File: src/hw/rtl/rx_ring_header_reader_macros.svh
// assertion macros for the receive ring header reader
// used by the top level; no other dependencies
`ifndef RX_RING_HEADER_READER_MACROS_SVH
`define RX_RING_HEADER_READER_MACROS_SVH

`ifndef ASSERT_OFF

// same-cycle implication, held off during reset
`define RXHR_ASSERT_IMPL(label, clk, rst_n, ante, cons) \
	label: assert property (@(posedge clk) disable iff (!(rst_n)) (ante) |-> (cons)) \
		else $error("rxhr assertion failed");

// next-cycle implication, held off during reset
`define RXHR_ASSERT_NEXT(label, clk, rst_n, ante, cons) \
	label: assert property (@(posedge clk) disable iff (!(rst_n)) (ante) |=> (cons)) \
		else $error("rxhr assertion failed");

`else

`define RXHR_ASSERT_IMPL(label, clk, rst_n, ante, cons)
`define RXHR_ASSERT_NEXT(label, clk, rst_n, ante, cons)

`endif

`endif

File: src/hw/rtl/rxhr_pkg.sv
// shared types and constants for the receive ring header reader
// no dependencies
package rxhr_pkg;

	// ring geometry
	localparam int RING_BYTES_DEF = 8192;
	localparam int OFFSET_W       = 13;

	// header and frame length rules
	localparam int HDR_BYTES   = 4;
	localparam int MIN_LEN     = 4;
	localparam int MAX_LEN     = 1514;
	localparam int RP_BACKOFF  = 16;
	localparam int HLEN_ADJ    = HDR_BYTES + 3;
	localparam int HLEN_ADJ_MAX = 65535 + HLEN_ADJ;

	// poll outcome codes
	typedef enum logic [1:0] {
		OUTCOME_EMPTY   = 2'd0,
		OUTCOME_DROP    = 2'd1,
		OUTCOME_DELIVER = 2'd2
	} outcome_t;

	// decoded poll, held in the input stage
	typedef struct packed {
		logic                poll_en;    // dest size nonzero and receive ok
		logic                bad_len;    // masked length out of range
		logic [10:0]         copy_bytes; // clamped copy length, zero unless delivered
		logic [OFFSET_W-1:0] len_rem;    // (length + 7) mod ring size
		logic [1:0]          len_low;    // low bits of length + 7
	} poll_t;

endpackage

File: src/hw/rtl/rxhr_poll_decode.sv
// decodes one poll from the header words and destination size
// depends on rxhr_pkg
module rxhr_poll_decode #(
	parameter int RING_BYTES = rxhr_pkg::RING_BYTES_DEF
) (
	input  logic [15:0]    header_status,
	input  logic [15:0]    header_length,
	input  logic [15:0]    dest_size,
	output rxhr_pkg::poll_t poll
);

	localparam int QMAX      = rxhr_pkg::HLEN_ADJ_MAX / RING_BYTES;
	localparam int RED_STEPS = $clog2(QMAX + 1);
	localparam logic [16:0] RB17 = 17'(RING_BYTES);

	logic [16:0] hlen_adj;
	logic [16:0] rem;
	logic [13:0] plen;
	logic [13:0] body;
	logic [10:0] clamped;
	logic        bad;
	logic        en;

	// reduce length + 7 modulo the ring size by shifted compare and subtract
	always_comb begin
		hlen_adj = {1'b0, header_length} + 17'(rxhr_pkg::HLEN_ADJ);
		rem = hlen_adj;
		for (int j = RED_STEPS - 1; j >= 0; j--) begin
			if (rem >= (RB17 << j)) begin
				rem = rem - (RB17 << j);
			end
		end
	end

	// length check and copy length clamp
	always_comb begin
		en   = (dest_size != 16'd0) && header_status[0];
		plen = header_length[13:0];
		bad  = (plen < 14'(rxhr_pkg::MIN_LEN)) || (plen > 14'(rxhr_pkg::MAX_LEN));
		body = plen - 14'(rxhr_pkg::MIN_LEN);
		if ({2'b00, body} > dest_size) begin
			clamped = dest_size[10:0];
		end else begin
			clamped = body[10:0];
		end
	end

	always_comb begin
		poll.poll_en    = en;
		poll.bad_len    = bad;
		poll.copy_bytes = (en && !bad) ? clamped : 11'd0;
		poll.len_rem    = rem[rxhr_pkg::OFFSET_W-1:0];
		poll.len_low    = hlen_adj[1:0];
	end

endmodule

File: src/hw/rtl/rx_ring_header_reader.sv
// receive ring header reader: a poll passes the input stage, then the result register
// throughput one poll per cycle while results are taken; the offset update is one add, compare and wrap
// the length modulo ring size is reduced before the input stage, off the offset loop
// a stalled result holds the output register; the input stage still fills behind it
// arst_n clears ring offset, delivered count and both stage valid bits
module rx_ring_header_reader #(
	parameter int RING_BYTES = rxhr_pkg::RING_BYTES_DEF
) (
	input  logic        clk,
	input  logic        arst_n,
	input  logic        poll_valid,
	output logic        poll_ready,
	input  logic [15:0] header_status,
	input  logic [15:0] header_length,
	input  logic [15:0] dest_size,
	output logic        result_valid,
	input  logic        result_ready,
	output logic [1:0]  outcome,
	output logic [10:0] copy_length,
	output logic [13:0] data_start,
	output logic [12:0] offset_after,
	output logic [15:0] read_pointer_value,
	output logic        read_pointer_write,
	output logic [31:0] delivered_count
);

	`include "rx_ring_header_reader_macros.svh"

	localparam int OW = rxhr_pkg::OFFSET_W;
	localparam logic [OW+1:0] RB_W = (OW + 2)'(RING_BYTES);

	rxhr_pkg::poll_t poll_dec;
	rxhr_pkg::poll_t poll_s1;
	logic            valid_s1;
	logic            advance;

	logic [OW-1:0]   offset_q;
	logic [31:0]     count_q;
	logic            out_valid_q;
	logic [1:0]      outcome_q;
	logic [10:0]     copy_bytes_q;
	logic [13:0]     data_start_q;
	logic [OW-1:0]   next_off_q;
	logic [15:0]     rp_val_q;
	logic            rp_wr_q;
	logic [31:0]     count_out_q;

	logic [1:0]      low;
	logic [OW+1:0]   sum;
	logic [OW-1:0]   noff;
	logic            deliver;

	rxhr_poll_decode #(
		.RING_BYTES(RING_BYTES)
	) u_decode (
		.header_status(header_status),
		.header_length(header_length),
		.dest_size(dest_size),
		.poll(poll_dec)
	);

	// handshake: whole pipe moves when the result register is free or taken
	assign advance    = !out_valid_q || result_ready;
	assign poll_ready = !valid_s1 || advance;

	// input stage
	always_ff @(posedge clk or negedge arst_n) begin
		if (!arst_n) begin
			valid_s1 <= 1'b0;
		end else if (poll_ready) begin
			valid_s1 <= poll_valid;
		end
	end

	always_ff @(posedge clk) begin
		if (poll_ready && poll_valid) begin
			poll_s1 <= poll_dec;
		end
	end

	// offset advance: (offset + rem - align bits) wrapped into the ring
	always_comb begin
		low = offset_q[1:0] + poll_s1.len_low;
		sum = {2'b00, offset_q} + {2'b00, poll_s1.len_rem} - {{OW{1'b0}}, low};
		if (sum[OW+1]) begin
			noff = OW'(sum + RB_W);
		end else if (sum >= RB_W) begin
			noff = OW'(sum - RB_W);
		end else begin
			noff = sum[OW-1:0];
		end
		deliver = poll_s1.poll_en && !poll_s1.bad_len;
	end

	// ring state, updated as the transaction leaves the input stage
	always_ff @(posedge clk or negedge arst_n) begin
		if (!arst_n) begin
			offset_q    <= '0;
			count_q     <= '0;
			out_valid_q <= 1'b0;
		end else if (advance) begin
			out_valid_q <= valid_s1;
			if (valid_s1 && poll_s1.poll_en) begin
				offset_q <= noff;
				if (!poll_s1.bad_len) begin
					count_q <= count_q + 32'd1;
				end
			end
		end
	end

	// result register
	always_ff @(posedge clk) begin
		if (advance && valid_s1) begin
			copy_bytes_q <= poll_s1.copy_bytes;
			if (poll_s1.poll_en) begin
				outcome_q  <= poll_s1.bad_len ? rxhr_pkg::OUTCOME_DROP
				                              : rxhr_pkg::OUTCOME_DELIVER;
				next_off_q <= noff;
				rp_val_q   <= {{(16 - OW){1'b0}}, noff} - 16'(rxhr_pkg::RP_BACKOFF);
				rp_wr_q    <= 1'b1;
			end else begin
				outcome_q  <= rxhr_pkg::OUTCOME_EMPTY;
				next_off_q <= offset_q;
				rp_val_q   <= 16'd0;
				rp_wr_q    <= 1'b0;
			end
			if (deliver) begin
				data_start_q <= {{(14 - OW){1'b0}}, offset_q} + 14'(rxhr_pkg::HDR_BYTES);
				count_out_q  <= count_q + 32'd1;
			end else begin
				data_start_q <= 14'd0;
				count_out_q  <= count_q;
			end
		end
	end

	assign result_valid       = out_valid_q;
	assign outcome            = outcome_q;
	assign copy_length        = copy_bytes_q;
	assign data_start         = data_start_q;
	assign offset_after       = next_off_q;
	assign read_pointer_value = rp_val_q;
	assign read_pointer_write = rp_wr_q;
	assign delivered_count    = count_out_q;

	// checks on the result register
	`RXHR_ASSERT_IMPL(a_offset_in_ring, clk, arst_n, result_valid, ({1'b0, offset_after} < 14'(RING_BYTES)))
	`RXHR_ASSERT_IMPL(a_rp_write_match, clk, arst_n, result_valid, (rp_wr_q == (outcome_q != rxhr_pkg::OUTCOME_EMPTY)))
	`RXHR_ASSERT_IMPL(a_zero_unless_deliver, clk, arst_n, result_valid && (outcome_q != rxhr_pkg::OUTCOME_DELIVER), (copy_length == 11'd0) && (data_start == 14'd0))
	`RXHR_ASSERT_NEXT(a_count_tracks_deliver, clk, arst_n, result_valid && result_ready && valid_s1 && deliver, (delivered_count == $past(count_q) + 32'd1))

endmodule
File: config.mk
export PLATFORM = sky130hd
export DESIGN_NAME = rx_ring_header_reader
export DESIGN_NICKNAME = d
export VERILOG_FILES = /design/src/hw/rtl/rxhr_pkg.sv /design/src/hw/rtl/rxhr_poll_decode.sv /design/src/hw/rtl/rx_ring_header_reader.sv
export VERILOG_INCLUDE_DIRS = /design/src /design/src/hw/rtl
export SDC_FILE = /design/constraint.sdc
export NUM_CORES = 1
export LEC_CHECK = 0
export BUFFER_PORTS_ARGS = -buffer_cell sky130_fd_sc_hd__buf_2
export CAP_MARGIN = 20
export CORE_MARGIN = 2
export CORE_UTILIZATION = 45
export DETAILED_ROUTE_END_ITERATION = 7
export PLACE_DENSITY = 0.66
export SLEW_MARGIN = 15
export SYNTH_ARGS = -nofsm -noshare
export SYNTH_HDL_FRONTEND = slang
export SYNTH_HIERARCHICAL = 1
export SYNTH_SLANG_ARGS = --single-unit
File: constraint.sdc
create_clock -name clk -period 3.95 [get_ports clk]
set_clock_uncertainty 0.1 [all_clocks]
set_input_delay 0.1975 -clock clk [delete_from_list [all_inputs] [get_ports clk]]
set_output_delay 0.1975 -clock clk [all_outputs]
set_load 0.05 [all_outputs]
==> impl_metrics.json, run 1 <==
{
  "clk_pin_slew_worst_paths_ns": 0.06,
  "synth_compound_area_share_pct": 5.55,
  "cpPeakStageDelay_ns": 0.51,
  "ys.warnings.count": 6,
  "clock_sinks": 162,
  "synth.distinct_cells": 57,
  "synth_xor_area_share_pct": 10.4,
  "post-place-cells": 1139,
  "crit_slowest_cell": "fa_1",
  "crit_path_frequent_cell": "xnor2_1",
  "synthAdderAreaFrac_pct": 7.08,
  "core_area_mm2": 0.0188,
  "clkLatencyLatePin_ns": 0.42,
  "p_int_mw": 4.18,
  "totalWireLength_mm": 17.1,
  "vdd_ir_drop_max_uv": 376,
  "path_cells": "ha_1, xor2_1, xnor2_1, fa_1, inv_1, fa_2, nor2b_4, o2111ai_2, a31oi_1, xnor2_1, o211ai_1, or3_4, mux2i_1",
  "areaGrowthSynthToFinish_pct": 16.6,
  "ys_seq_area_share_pct": 53.2,
  "yosys-top-cells-area": "edfxtp_1 (40%), dfrtp_1 (14%), ha_1 (6.6%), xnor2_1 (6.2%), xor2_1 (3.9%)",
  "fp-row-count": 50,
  "io_pins": 143,
  "postSynthAreaPerCell_um2": 11.1,
  "grt_pass1_wl_mm": 27.7,
  "h-tree-depth": 4,
  "die_w_um": 143,
  "post_route_cells_drive_above_1_share_pct": 20.9,
  "ys_async_sr_fraction_pct": 29.0,
  "cts_root_buf": "clkbuf_16",
  "rsz0062_at_grt": "false",
  "finalSetupViolCount": 0,
  "pwr-share-comb_pct": 43.4,
  "die_area_mm2": 0.0205,
  "synth_top_family_by_area": "simple AND/OR/NAND/NOR gates",
  "crit_arrival_ns": 3.85,
  "synth.largest_area_cell": "edfxtp_1",
  "status": "finished, final reports clean",
  "dr.pass1.iters": 5,
  "power.density_mw_per_mm2": 689,
  "grt-ovfl-total": 0,
  "r2r_slack_ns": 0.18,
  "pre_cts_slack_ns": 0.182,
  "leakagePower_nw": 4.36,
  "netlist_area_mm2": 0.00870,
  "syn_nets": 881,
  "synthTopCellsByCount": "edfxtp_1 (115), inv_1 (69), nand2_1 (62), xnor2_1 (62), nand3_1 (48)",
  "synth_top_area_share_pct": 39.7,
  "fillCellCount": 1627,
  "crit_fanout": 5,
  "reg2reg_to": "read_pointer_value[11]",
  "worst_slew_pin_slew_ns": 0.694,
  "crit_start": "offset_q[0]",
  "tns_ns": 0,
  "cp.depth": 13,
  "place.gp.congestion": 0.856,
  "vias": 5874,
  "grt_usage_pct": 17.5,
  "hpwl_mm": 12.4,
  "crit_end": "read_pointer_value[11]",
  "synth_edf_count": 115,
  "drtIter0Drc": 280,
  "p_switching_mw": 2.81,
  "cts_tree": "built",
  "finalMaxSlewViolations": 0,
  "r2r_cells": 13,
  "layout.cells.non_filler": 1175,
  "hold_path_class": "in -> reg",
  "fmax_ghz": 0.265,
  "fin_crit_sh_pct": 95.6,
  "antenna_found_initial": 0,
  "path_class": "reg -> reg",
  "required_ns": 4.02,
  "drc_errors": 0,
  "max_slew_margin_pct": 53.7,
  "layout_min_cycle_time_ns": 3.77,
  "swShare_pct": 40.2,
  "vias_per_cell": 5.00,
  "drtAntennaViolNets": 0,
  "initial_utilization_pct": 46.2,
  "clockBufferDepth": 2,
  "synthCells": 781,
  "pwr-share-clk_pct": 22.4,
  "path_buf_inv": 1,
  "synth.most_common_cell": "edfxtp_1",
  "finalHoldViolCount": 0,
  "r2r-start": "offset_q[0]",
  "diodes": 0,
  "synthMuxAreaShare_pct": 2.49,
  "critPathCaptureType": "flop",
  "numPortBuffers": 125,
  "synthSimpleGateAreaFrac_pct": 16.0,
  "critPathLaunchType": "flop",
  "cts-buffers-inserted": 17,
  "ys.flop_type": "edfxtp_1",
  "fin_ws_ns": 0.175,
  "die_h_um": 143,
  "timing.max_cap.violations": 0,
  "wl_per_cell_um": 14.5,
  "critPathTopFamily": "adder cells",
  "grt_max_degree": 56,
  "synth_seq_cells": 162,
  "seqPwrFrac_pct": 34.2,
  "final_nets": 1002,
  "grt_pass1_vias": 5591
}
-- routing by layer --
layer	routed length (µm)	track usage [%]	part of all wire (%)
met5	0	0	0
met3	714	3.92	4.2
met1	8340	24.9	49
met2	7760	26.4	45
met4	255	6.10	1.5
-- cell families (layout without fill, tap and decap cells) --
kind of cell    Yosys count  count (layout)
flops                   162             162
xor+xnor                102             102
simple gates            267             267
fa+ha+maj                48              48
compound gates           75              75
buf+inv                 106             240
mux                      21              21
-- sequential cells by signal, indices dropped and copies added, names as in the netlist --
register / count
poll_s1: 28
outcome: 2
offset_after: 13
read_pointer_write: 1
result_valid: 1
read_pointer_value: 14
delivered_count: 32
valid_s1: 1
data_start: 14
count_q: 32
offset_q: 13
copy_length: 11
-- stage by stage --
| stage | util [%] | cell area [µm²] | total power, mW | hold slack, ns |
|---|---|---|---|---|
| 2_1_floorplan | - | 8700 | 4.69 | -0.198 |
| 3_3_place_gp | 50.6 | 9520 | 5.37 | 0.299 |
| 3_5_place_dp | 50.6 | 9520 | 5.40 | 0.303 |
| 4_1_cts | 53.8 | 10100 | 7.00 | 0.0467 |
| 5_1_grt | 53.9 | 10100 | 7.44 | 0.0552 |
| 6_report | 53.9 | 10100 | 6.99 | 0.0616 |
-- power groups by stage --
| stage | logic, mW | clock network, mW | registers (mW) |
|---|---|---|---|
| floorplan | 1.69 | 0 | 3.00 |
| global placement | 2.95 | 0 | 2.42 |
| detailed placement | 2.97 | 0 | 2.42 |
| CTS | 3.00 | 1.61 | 2.39 |
| global route | 3.34 | 1.68 | 2.42 |
| finish | 3.04 | 1.57 | 2.39 |
-- how the worst min path moves through the flow --
stage                       from           to  slack [ns]  depth (start not counted)
4_1_cts        header_length[12]  poll_s1[14]        0.05                          2
6_report       header_length[12]  poll_s1[14]        0.06                          2
2_1_floorplan             arst_n   count_q[0]       -0.20                          0
3_5_place_dp          poll_valid     valid_s1        0.30                          2
5_1_grt        header_length[12]  poll_s1[14]        0.06                          2
3_3_place_gp          poll_valid     valid_s1        0.30                          2
-- cell type report --
class                   count  area (µm²)  area share (%)
inverters                  69         259            2.55
clock inverters            12         108            1.06
multi-input cells         513        3630            35.7
well taps                 260         325            3.21
repair buffers            139         743            7.32
flip-flops and latches    162        4630            45.6
clock buffers              20         457            4.50
-- layout by cell type (no fill, tap or decap), drive strengths merged, types with 2 or more instances in the layout --
cell           n
nand2b         7
clkbuf        20
nor2          46
a21o           5
o21a           7
a31oi          2
a21oi         18
nor2b          4
or4            3
mux2           5
nand4         22
ha            46
buf          135
clkinvlp       2
or3            9
fa             2
xnor2         62
mux2i         16
inv           71
xor2          40
and2          14
nand2         62
dlygate4sd3    4
dfrtp         47
nand3         48
nor4           9
a211oi         4
or2            3
and4           5
clkinv         7
nand3b         3
o21ai         26
o211ai         3
edfxtp       115
nor3          23
and3           8
-- repair_timing --
item,4_1_cts,5_1_grt
resized for setup,0,3
endpoints found under the setup margin,0,4
endpoints found under the hold margin,49,0
hold buffers,4,0
buffers inserted,0,0
Note: power is estimated with default switching activity, not from simulation.
==> run 2, diff against run 1 <==
==> constraint.sdc (replaced) <==
create_clock -name clk -period 3.95 [get_ports clk]
set_clock_uncertainty 0.1 [all_clocks]
set_input_delay 0 -clock clk [delete_from_list [all_inputs] [get_ports clk]]
set_output_delay 0 -clock clk [all_outputs]
set_load 0.05 [all_outputs]
==> run 2 against run 1 <==
Worst hold slack got worse by 0.017 ns; core utilization rose by 1.8 points; sequential power barely moved; count of clock-buffer cells in the layout fell by 3; via count rose by 2.9%; register-to-register slack improved by 0.06 ns; global-route usage rose by 0.52 points; largest power group unchanged; non-clock buffer count rose by 30; sequential share of layout area fell by 1.5 points; final area rose by 3.3%.
==> impl_metrics.json, run 2 (synthesis gave the netlist of run 1 again) <==
{
  "status": "finished, final reports clean",
  "fmax_ghz": 0.269,
  "post_route_cells_drive_above_1_share_pct": 20.3,
  "crit_fanout": 6,
  "initial_utilization_pct": 46.2,
  "timing.max_cap.violations": 0,
  "clock_sinks": 162,
  "cp.depth": 13,
  "crit_path_frequent_cell": "xnor2_1",
  "max_slew_margin_pct": 52.9,
  "tns_ns": 0,
  "dr.pass1.iters": 5,
  "whs_path_depth": 4,
  "wl_per_cell_um": 14.6,
  "drtAntennaViolNets": 0,
  "fin_area_mm2": 0.0105,
  "final_nets": 1032,
  "p_switching_mw": 2.85,
  "vias_per_cell": 5.02,
  "die_h_um": 143,
  "post_cts_buffers": 0,
  "drtIter0Drc": 285,
  "seqPwrFrac_pct": 33.4,
  "hpwl_mm": 12.5,
  "leakagePower_nw": 4.50,
  "layout_common_cells": "buf_2 (125), edfxtp_1 (115), inv_1 (69)",
  "place.gp.congestion": 0.842,
  "fin_hold_ws_ns": 0.0450,
  "dpl_cell_area_mm2": 0.00953,
  "rsz0062_at_grt": "false",
  "die_w_um": 143,
  "power_mw": 7.15,
  "cts_tree": "built",
  "grt_pass1_wl_mm": 28.6,
  "clockBufferDepth": 2,
  "r2r_cells": 13,
  "clk_pin_slew_worst_paths_ns": 0.06,
  "die_area_mm2": 0.0205,
  "grt_pass1_vias": 5814,
  "pwr-share-comb_pct": 42.8,
  "drc_errors": 0,
  "power.density_mw_per_mm2": 682,
  "totalWireLength_mm": 17.6,
  "fin_crit_sh_pct": 94.0,
  "antenna_found_initial": 0,
  "pre_cts_slack_ns": 0.187,
  "cts-buffers-inserted": 17,
  "h-tree-depth": 4,
  "crit_slowest_cell": "fa_1",
  "cpPeakStageDelay_ns": 0.51,
  "critPathCaptureType": "flop",
  "critPathTopFamily": "adder cells",
  "layout_commonest_cell": "buf_2",
  "path_buf_inv": 1,
  "core_area_mm2": 0.0188,
  "areaGrowthSynthToFinish_pct": 20.5,
  "path_cells": "ha_1, xor2_1, xnor2_1, fa_1, inv_1, fa_2, nor2b_4, o2111ai_2, a31oi_2, a211oi_1, xnor2_1, or3_4, mux2i_1",
  "vdd_ir_drop_max_uv": 343,
  "io_pins": 143,
  "fp-row-count": 50,
  "finalHoldViolCount": 0,
  "numPortBuffers": 125,
  "cts_root_buf": "clkbuf_16",
  "pwr-share-clk_pct": 23.8,
  "layout.cells.non_filler": 1205,
  "critPathLaunchType": "flop",
  "finalSetupViolCount": 0,
  "clkLatencyLatePin_ns": 0.42,
  "crit_arrival_ns": 3.79,
  "fillCellCount": 1620,
  "grt_usage_pct": 18.0,
  "vias": 6046,
  "p_int_mw": 4.30,
  "required_ns": 4.03,
  "worst_slew_pin_slew_ns": 0.706,
  "path_class": "reg -> reg",
  "layout_min_cycle_time_ns": 3.71,
  "post-place-cells": 1140,
  "grt_max_degree": 57,
  "hold_path_class": "in -> reg",
  "finalMaxSlewViolations": 0,
  "grt-ovfl-total": 0,
  "fin_ws_ns": 0.237,
  "post-route-util_pct": 55.7,
  "swShare_pct": 39.9,
  "diodes": 0
}
-- run 2: per-layer routing --
layer	global-route usage [%]	share of wire, %	vias to the layer above
met5	0	0	-
met4	6.31	1.4	0
met3	3.29	4.2	20
met2	28.1	46	176
met1	25.3	49	2819
li1	-	-	3031
-- run 2: what timing repair did --
item                                    in CTS  in global routing
hold buffers                                33                  0
endpoints found under the setup margin       0                  4
resized for setup                            0                  3
hold endpoints to repair                    73                  0
-- run 2: layout make-up --
cell class / instances / area (µm²) / area share, %
inverter: 69 / 259 / 2.47
tap: 260 / 325 / 3.10
multi-input combinational: 513 / 3630 / 34.6
sequential: 162 / 4630 / 44.1
timing repair buffer: 169 / 1040 / 9.90
clock buffer: 17 / 425 / 4.06
clock inverter: 15 / 183 / 1.74
-- run 2: worst register-to-register path, stage by stage (launching register included) --
cell,delay [ns]
dfrtp_1,0.43
ha_1,0.21
xor2_1,0.15
xnor2_1,0.15
fa_1,0.51
inv_1,0.07
fa_2,0.42
nor2b_4,0.14
o2111ai_2,0.15
a31oi_2,0.25
a211oi_1,0.08
xnor2_1,0.23
or3_4,0.44
mux2i_1,0.12
-- run 2: path summary, 6_finish.rpt --
path | from | endpoint | slack (ns)
hold reg to reg | poll_s1[25] | copy_length[10] | 0.32
setup reg to reg | offset_q[0] | read_pointer_value[11] | 0.24
min in group asynchronous | arst_n | count_q[13] | 0.11
setup / recovery | offset_q[0] | read_pointer_value[11] | 0.24
max in group asynchronous | arst_n | offset_q[6] | 3.20
hold / removal | header_status[0] | poll_s1[27] | 0.05
-- run 2: power by group through the flow --
| stage | Clock (mW) | Combinational [mW] | Sequential (mW) |
|---|---|---|---|
| 2_1_floorplan | 0 | 1.69 | 3.00 |
| 3_3_place_gp | 0 | 2.96 | 2.42 |
| 3_5_place_dp | 0 | 2.99 | 2.43 |
| 4_1_cts | 1.73 | 3.03 | 2.39 |
| 5_1_grt | 1.79 | 3.39 | 2.43 |
| 6_report | 1.70 | 3.06 | 2.39 |
